===== config.mk =====
export PLATFORM = sky130hd
export DESIGN_NAME = csa_ctrl
export DESIGN_NICKNAME = d
export VERILOG_FILES = /design/src/csa_pkg.sv /design/src/csa_ctrl.sv
export SDC_FILE = /design/constraint.sdc
export NUM_CORES = 1
export LEC_CHECK = 0
export BUFFER_PORTS_ARGS = -buffer_cell sky130_fd_sc_hd__buf_2
export CORE_UTILIZATION = 45
export CTS_CLUSTER_DIAMETER = 50
export DETAILED_ROUTE_END_ITERATION = 10
export PLACE_DENSITY_LB_ADDON = 0.25
export SLEW_MARGIN = 25
export SYNTH_ARGS = -nofsm -noshare
export SYNTH_HDL_FRONTEND = slang
export SYNTH_SLANG_ARGS = --single-unit
export TNS_END_PERCENT = 10

===== constraint.sdc =====
create_clock -name clk -period 2.4 [get_ports clk]
set_input_delay 0.12 -clock clk [delete_from_list [all_inputs] [get_ports clk]]
set_output_delay 0.12 -clock clk [all_outputs]
set_load 0.02 [all_outputs]

===== src/csa_pkg.sv =====
package csa_pkg;

	localparam int CoordBits = 24;
	localparam int WeightBits = 17;
	localparam int AccBits = 64;
	localparam int SubdivBits = 7;
	localparam int MaxSubdivDefault = 64;
	localparam int DivSteps = 17;
	localparam logic [SubdivBits-1:0] SubdivReset = SubdivBits'(16);
	localparam logic [WeightBits-1:0] OneQ16 = WeightBits'(65536);

	typedef enum logic [1:0] {
		EDGE_LINEAR = 2'd0,
		EDGE_QUAD   = 2'd1,
		EDGE_CUBIC  = 2'd2,
		EDGE_NONE   = 2'd3
	} edge_kind_t;

	typedef struct packed {
		logic [1:0]                  edge_type;
		logic signed [CoordBits-1:0] p0_x;
		logic signed [CoordBits-1:0] p0_y;
		logic signed [CoordBits-1:0] p1_x;
		logic signed [CoordBits-1:0] p1_y;
		logic signed [CoordBits-1:0] p2_x;
		logic signed [CoordBits-1:0] p2_y;
		logic signed [CoordBits-1:0] p3_x;
		logic signed [CoordBits-1:0] p3_y;
		logic                        last_edge;
	} in_item_t;

	typedef struct packed {
		logic signed [AccBits-1:0] signed_area;
		logic                      area_negative;
		logic                      saturated;
	} out_item_t;

	typedef struct packed {
		logic load;
		logic div_step;
		logic init;
		logic w1;
		logic w2;
		logic pm;
		logic ps;
		logic xm;
		logic a1;
		logic a2;
		logic advance;
		logic emit;
	} cmd_t;

	typedef struct packed {
		logic div_ok;
		logic div_done;
		logic chord_last;
	} sts_t;

endpackage


===== src/csa_ctrl.sv =====
module csa_ctrl (
	input  logic          clk,
	input  logic          arst_n,
	input  logic          in_valid,
	output logic          in_stall,
	input  logic [1:0]    in_edge_type,
	input  logic          in_last,
	output logic          out_valid,
	input  logic          out_stall,
	input  csa_pkg::sts_t sts,
	output csa_pkg::cmd_t cmd
);

	typedef enum logic [10:0] {
		S_IDLE = 11'b00000000001,
		S_DIV  = 11'b00000000010,
		S_INIT = 11'b00000000100,
		S_W1   = 11'b00000001000,
		S_W2   = 11'b00000010000,
		S_PM   = 11'b00000100000,
		S_PS   = 11'b00001000000,
		S_XM   = 11'b00010000000,
		S_A1   = 11'b00100000000,
		S_A2   = 11'b01000000000,
		S_EMIT = 11'b10000000000
	} state_t;

	state_t state_q, state_d;
	logic   cubic_q, curve_q, last_q;
	logic   out_valid_q;
	logic   out_free;
	logic   accept;

	assign in_stall  = state_q != S_IDLE;
	assign accept    = in_valid && !in_stall;
	assign out_free  = !out_valid_q || !out_stall;
	assign out_valid = out_valid_q;

	always_comb begin
		state_d = state_q;
		cmd     = '0;
		unique case (state_q)
			S_IDLE: begin
				if (accept) begin
					cmd.load = 1'b1;
					case (in_edge_type) inside
						csa_pkg::EDGE_LINEAR: state_d = S_XM;
						csa_pkg::EDGE_QUAD, csa_pkg::EDGE_CUBIC:
							state_d = sts.div_ok ? S_INIT : S_DIV;
						default: state_d = in_last ? S_EMIT : S_IDLE;
					endcase
				end
			end
			S_DIV: begin
				cmd.div_step = 1'b1;
				if (sts.div_done) begin
					state_d = S_INIT;
				end
			end
			S_INIT: begin
				cmd.init = 1'b1;
				state_d  = S_W1;
			end
			S_W1: begin
				cmd.w1  = 1'b1;
				state_d = cubic_q ? S_W2 : S_PM;
			end
			S_W2: begin
				cmd.w2  = 1'b1;
				state_d = S_PM;
			end
			S_PM: begin
				cmd.pm  = 1'b1;
				state_d = S_PS;
			end
			S_PS: begin
				cmd.ps  = 1'b1;
				state_d = S_XM;
			end
			S_XM: begin
				cmd.xm  = 1'b1;
				state_d = S_A1;
			end
			S_A1: begin
				cmd.a1  = 1'b1;
				state_d = S_A2;
			end
			S_A2: begin
				cmd.a2 = 1'b1;
				if (curve_q && !sts.chord_last) begin
					cmd.advance = 1'b1;
					state_d     = S_W1;
				end else begin
					state_d = last_q ? S_EMIT : S_IDLE;
				end
			end
			S_EMIT: begin
				if (out_free) begin
					cmd.emit = 1'b1;
					state_d  = S_IDLE;
				end
			end
			default: state_d = S_IDLE;
		endcase
	end

	always_ff @(posedge clk or negedge arst_n) begin
		if (!arst_n) begin
			state_q     <= S_IDLE;
			cubic_q     <= 1'b0;
			curve_q     <= 1'b0;
			last_q      <= 1'b0;
			out_valid_q <= 1'b0;
		end else begin
			state_q <= state_d;
			if (accept) begin
				cubic_q <= in_edge_type == csa_pkg::EDGE_CUBIC;
				curve_q <= in_edge_type == csa_pkg::EDGE_QUAD
					|| in_edge_type == csa_pkg::EDGE_CUBIC;
				last_q  <= in_last;
			end
			if (cmd.emit) begin
				out_valid_q <= 1'b1;
			end else if (!out_stall) begin
				out_valid_q <= 1'b0;
			end
		end
	end

endmodule


==> results.toml, run 1 <==
[status]
outcome = "completed"

[global_routing]
grt_start_max_net_pins = 16
global_route.usage.total = 0.186
wire_length_of_the_first_global_routing_pass_um = 3370
number_of_antenna_violations_at_the_first_check_in_global_routing = 0
grt_pass1_vias = 794
grt_remaining_overflow = 0

[synthesis]
synth_edf_count = 0
synth_area_um2 = 968
synth-seq-area-share = 0.389
post_synth_xor_area_fraction = 0.00904
proportion_of_synthesized_flip_flops_having_asynchronous_set_or_reset = 1.00
synth_adder_area_share = 0.0258
synth_cells = 100
multiplexer_fraction_of_the_synthesized_cell_area = 0.0465
postSynthAreaPerCell_um2 = 9.68
postSynthRegisterBits = 15
dominant_combinational_cell_family_by_area_after_synthesis = "simple AND/OR/NAND/NOR gates"
synth_fp_nets = 112
synth_compound_gate_area_share = 0.125
yosys.area_share.simple = 0.370
ys_types = 42
ys_dominant_reg_cell = "sky130_fd_sc_hd__dfrtp_1"
yosysWarningCount = 0

[critical_path]
worst-endpoint-arrival_ns = 1.86
worst-endpoint-required_ns = 2.28
timing.critical_path.from_type = "flop"
cp_cell_sequence = "nor4_2 -> nand3_2 -> or2_2 -> inv_1 -> buf_2"
worstSetupEndpointType = "output pin"
crit_fanout = 6
crit_path_top_delay_cell = "sky130_fd_sc_hd__dfrtp_1"
crit_path_max_incr_delay_ns = 0.46
critPathKind = "reg -> out"
worst-r2r-setup-slack_ns = 0.67

[cts]
root_buffer = "sky130_fd_sc_hd__clkbuf_4"
tritoncts_clock_tree = "done"
cts-resized-gates = 0
tritoncts.num_buffers = 3
worst_setup_hold_path_clk_slew_ns = 0.08
cts_num_sinks = 15
cts-root-to-sink-buffers = 2
postCtsSetupRepairBufs = 0
ctsHtreeMaxLevel = 1
clk-insertion-delay-late_ns = 0.29

[power]
total_power_w = 0.00116
pwr-share-clk = 0.126
power.density_cell_area_nw_per_um2 = 1010
sequentialPowerShare = 0.345
power.combinational.fraction = 0.529
power.static_leakage_nw = 0.605
switching_power_w = 0.000515
irDropWorstVdd_uv = 577
power.share.switching = 0.444
cellInternalPower_w = 0.000644

[sta]
timing.fmax_ghz = 0.506
post-route-min-period_ns = 1.98
max-slew-margin-rel = 0.737
timing.final.hold_violations = 0
rsz_0062_raised_after_global_routing = "no"
drv_slew = 0
setup_violations = 0
final.period_utilization = 0.824
worst-slew-pin-transition_ns = 0.391
setup-tns-final_ns = 0
clock-skew-final_ns = 0.00448

[drt]
route.vias.total = 867
wl_um = 2000
route.detailed.wl_per_inst_um = 13.0
detailedRoute.firstPassIterationCount = 4
dr.first_iter.drc_count = 23
drt_drc_violations_left = 0
route.antenna.remaining_nets = 0
avgViaCountPerCell = 5.63

[floorplan]
initial_core_util = 0.484
boundaryPins = 24
floorplan.die_area_um2 = 2340
die-width_um = 48.4
floorplan.core_area_um2 = 2000
chipHeight_um = 48.4
rows = 16

[finish]
synthToLayoutAreaGrowth_pct = 18.3
num_antenna_cells = 0
most_frequent_cells_in_the_layout = "23 x sky130_fd_sc_hd__buf_2, 14 x sky130_fd_sc_hd__dfrtp_1, 12 x sky130_fd_sc_hd__nor2_1"
layout.core_utilization = 0.573
mostFrequentLayoutCell = "sky130_fd_sc_hd__buf_2"
n_fill_cell = 194
cell_count_final_fillers_out = 154
post_route_cells_drive_above_1_share = 0.339
final_net_count = 140

[placed_design]
hpwlAfterDp_um = 1590
place.port_buffers = 23
gp_congestion = 0.836
placed_cells_incl_taps = 149

[flow_run]
max_cap_violations = 0

[worst_hold_path]
min_path_type = "in -> reg"
==> final timing paths <==
kind                                        start                      to  cells after the start
max in group asynchronous                  arst_n  state_q[0]$_DFFE_PN1P_                      2
setup / recovery           state_q[2]$_DFFE_PN0P_                 cmd[10]                      5
min in group asynchronous                  arst_n  state_q[6]$_DFFE_PN0P_                      2
hold / removal                             sts[2]  state_q[1]$_DFFE_PN0P_                      2
hold reg to reg               cubic_q$_DFFE_PN0P_  state_q[4]$_DFFE_PN0P_                      1
setup reg to reg           state_q[2]$_DFFE_PN0P_      last_q$_DFFE_PN0P_                      5
==> power by group through the flow <==
stage	clock [W]	sequential, W	combinational [W]
6_report	0.000146	0.000400	0.000613
5_1_grt	0.000167	0.000407	0.000671
4_1_cts	0.000151	0.000397	0.000615
3_5_place_dp	0	0.000402	0.000609
3_3_place_gp	0	0.000399	0.000608
2_1_floorplan	0	0.000389	0.000493
==> cells in the mapped netlist (2+ instances only) <==
cell                       instances  area [µm²]
sky130_fd_sc_hd__ha_1              2        25.0
sky130_fd_sc_hd__mux2_4            3        45.0
sky130_fd_sc_hd__nor2b_1           3        18.8
sky130_fd_sc_hd__nor3_1            5        25.0
sky130_fd_sc_hd__dfrtp_1          14         350
sky130_fd_sc_hd__and3_1            3        18.8
sky130_fd_sc_hd__inv_1             7        26.3
sky130_fd_sc_hd__nand2_1           4        15.0
sky130_fd_sc_hd__o22ai_1           2        12.5
sky130_fd_sc_hd__nand2b_1          3        18.8
sky130_fd_sc_hd__o21ai_0           2        10.0
sky130_fd_sc_hd__nand3_2           2        20.0
sky130_fd_sc_hd__nand3b_1          5        37.5
sky130_fd_sc_hd__or2_2             2        12.5
sky130_fd_sc_hd__nand4_1           2        12.5
sky130_fd_sc_hd__a21oi_1           4        20.0
sky130_fd_sc_hd__nor2_1           12        45.0
==> flip-flops by register name, summed over array words and instances (netlist names) <==
name / flops
cubic_q: 1
curve_q: 1
last_q: 1
out_valid: 1
state_q: 11
==> cells by family (layout without fill, tap and decap cells) <==
kind of cell / after synthesis / in the layout
muxes: 3 / 3
and+or+nand+nor: 54 / 54
DFF: 15 / 15
adders and majority gates: 2 / 2
buffers and inverters: 8 / 35
xor gates and xnor gates: 1 / 1
AOI/OAI and AO/OA: 17 / 17
==> layer usage <==
layer,vias up,track usage,wire [µm]
met2,30,0.319,924
met4,0,0.108,53
met5,-,0,0
met1,408,0.219,900
li1,423,-,-
met3,6,0.0314,117
==> layout make-up <==
cell class              count  area [µm²]  share of cell area
clock buffers               4        26.3              0.0229
flip-flops and latches     15         377               0.329
repair buffers             24         125               0.109
multi-input cells          77         558               0.487
well taps                  27        33.8              0.0295
inverters                   7        26.3              0.0229
==> what timing repair did <==
action,in CTS,in global routing
hold buffers,1,0
setup endpoints to repair,0,0
endpoints found under the hold margin,14,0
==> metrics by stage <==
stage	setup WS, ns	cell area [µm²]	hold slack [ns]
2_1_floorplan	0.663	968	-0.176
3_3_place_gp	0.694	1110	0.0460
3_5_place_dp	0.676	1110	0.0485
4_1_cts	0.413	1150	0.0363
5_1_grt	0.295	1150	0.0237
6_report	0.422	1150	0.0401
==> critical path: cells and delay by family (launching register included) <==
kind          cells  cell delay [ns]
simple gates      3             0.90
flops             1             0.46
buf+inv           2             0.21
(Power assumes the default switching activity.)
==> run 2, diff against run 1 <==
==> constraint.sdc (replaced) <==
create_clock -name clk -period 1.8 [get_ports clk]
set_input_delay 0.09 -clock clk [delete_from_list [all_inputs] [get_ports clk]]
set_output_delay 0.09 -clock clk [all_outputs]
set_load 0.02 [all_outputs]
==> run 2 against run 1 <==
Net effect: the run now ends with setup timing left; combinational power increased by 94%; register-to-register slack lost 0.59 ns; global-route usage is 3.0 points higher; first-iteration DRC count shrank 48%.
==> results.toml, run 2 (synthesis results as in run 1) <==
[critical_path]
crit_path_top_delay_cell = "sky130_fd_sc_hd__dfrtp_2"
timing.critical_path.from_type = "flop"
worst-endpoint-required_ns = 1.71
crit_fanout = 4
crit_path_max_incr_delay_ns = 0.45
worst-endpoint-arrival_ns = 1.74
cp_cell_sequence = "nor4_4 -> nand3_2 -> or2_4 -> inv_2 -> buf_6"
worstSetupEndpointType = "output pin"
critPathKind = "reg -> out"

[finish]
multiInputGateArea_um2 = 613
most_frequent_cells_in_the_layout = "21 x sky130_fd_sc_hd__buf_4, 16 x sky130_fd_sc_hd__buf_2, 10 x sky130_fd_sc_hd__nor2_1, 10 x sky130_fd_sc_hd__dfrtp_1"
post_route_cells_drive_above_1_share = 0.500
finish.instance_area_um2 = 1360
final_net_count = 157
synthToLayoutAreaGrowth_pct = 40.6
num_antenna_cells = 0
n_fill_cell = 176
layout.core_utilization = 0.680
area.sequential_um2 = 382
mostFrequentLayoutCell = "sky130_fd_sc_hd__buf_4"
largest_register_ffs = 11
max_flop_register = "state_q"

[global_routing]
grt_remaining_overflow = 0
global_route.usage.total = 0.217
wire_length_of_the_first_global_routing_pass_um = 3870
grt_pass1_vias = 877
number_of_antenna_violations_at_the_first_check_in_global_routing = 0
grt_start_max_net_pins = 16

[flow_run]
max_cap_violations = 0

[status]
outcome = "finished with violations"
violated_checks = "setup timing"

[sta]
rsz_0062_raised_after_global_routing = "yes"
final.period_utilization = 1.02
timing.fmax_ghz = 0.547
worst_slack_ns = -0.0278
clock-skew-final_ns = 0.00416
timing.final.hold_violations = 0
worst-slew-pin-transition_ns = 0.353
max-slew-margin-rel = 0.764
setup_violations = 2
post-route-min-period_ns = 1.83
drv_slew = 0

[cts]
ctsHtreeMaxLevel = 1
tritoncts.num_buffers = 3
root_buffer = "sky130_fd_sc_hd__clkbuf_4"
clk-insertion-delay-late_ns = 0.29
cts_num_sinks = 15
worst_setup_hold_path_clk_slew_ns = 0.09
cts-root-to-sink-buffers = 2
tritoncts_clock_tree = "done"

[power]
power.density_cell_area_nw_per_um2 = 1410
power.static_leakage_nw = 0.692
irDropWorstVdd_uv = 901
total_power_w = 0.00193

[floorplan]
floorplan.core_area_um2 = 2000
initial_core_util = 0.484
boundaryPins = 24
chipHeight_um = 48.4
rows = 16
floorplan.die_area_um2 = 2340
die-width_um = 48.4

[drt]
route.detailed.wl_per_inst_um = 13.7
wl_um = 2340
route.antenna.remaining_nets = 0
detailedRoute.firstPassIterationCount = 3
route.vias.total = 923
avgViaCountPerCell = 5.40
drt_drc_violations_left = 0
dr.first_iter.drc_count = 12

[placed_design]
gp_congestion = 0.861
place.port_buffers = 23
postPlaceCellArea_um2 = 1120
hpwlAfterDp_um = 1640
dp_worst_setup_slack_ns = 0.0808

[worst_hold_path]
min_path_type = "in -> reg"
[run 2: cell count changes in the layout (fill, tap and decap cells not counted), moves of 2 or more]
cell	change
sky130_fd_sc_hd__dfrtp_1	-4
sky130_fd_sc_hd__buf_4	+21
sky130_fd_sc_hd__nor3_1	-2
sky130_fd_sc_hd__dfrtp_2	+4
sky130_fd_sc_hd__nor2_1	-2
sky130_fd_sc_hd__nor3_2	+2
sky130_fd_sc_hd__inv_2	+2
sky130_fd_sc_hd__buf_6	+2
sky130_fd_sc_hd__inv_1	-2
sky130_fd_sc_hd__buf_2	-7
[run 2: area by class of cell]
type | instances | area share
multi-input combinational | 77 | 0.450
sequential | 15 | 0.280
timing repair buffer | 41 | 0.206
tap | 27 | 0.0248
clock buffer | 4 | 0.0193
inverter | 7 | 0.0193
[run 2: stage by stage]
stage	std cells	hold WS (ns)	setup TNS (ns)
finish	171	0.0180	-0.0347
global route	171	0.0166	-0.460
CTS	164	0.00526	-0.00324
detailed placement	151	0.0157	0
global placement	151	0.0138	0
floorplan	100	-0.206	0
[run 2: report_power, final]
part           switching (W)  internal (W)  total, W
registers           0.000105      0.000431  0.000536
logic               0.000583      0.000606   0.00119
clock network       0.000115     0.0000864  0.000201
[run 2: critical path: cells and delay by family (launching register included)]
family                 cells  cell delay [ns]
buffers and inverters      2             0.15
flip-flops                 1             0.45
AND/OR/NAND/NOR            3             0.84
[run 2: repair_timing]
item / 4_1_cts / 5_1_grt
setup buffers: 8 / 6
hold buffers: 1 / 1
endpoints found under the hold margin: 15 / 1
pin swaps: 7 / 6
setup endpoints to repair: 7 / 16
resized for setup: 14 / 12
gates cloned: 0 / 0
[run 2: path summary, 6_finish.rpt]
kind	start	to	slack, ns	cells past startpoint
min reg2reg	curve_q$_DFFE_PN0P_	curve_q$_DFFE_PN0P_	0.52	1
max in group asynchronous	arst_n	state_q[0]$_DFFE_PN1P_	1.28	2
max	state_q[2]$_DFFE_PN0P_	cmd[10]	-0.03	5
min	sts[1]	state_q[1]$_DFFE_PN0P_	0.02	2
min in group asynchronous	arst_n	state_q[2]$_DFFE_PN0P_	0.22	2
max reg2reg	state_q[2]$_DFFE_PN0P_	state_q[0]$_DFFE_PN1P_	0.08	6
[run 2: metal layers]
layer  wire (µm)  share of wire  track usage  vias up
li1            -              -            -      452
met1        1030           0.44        0.264      443
met2        1170           0.50        0.366       21
met3          67          0.029       0.0346        7
met4          68          0.029        0.118        0
met5           0              0            0        -
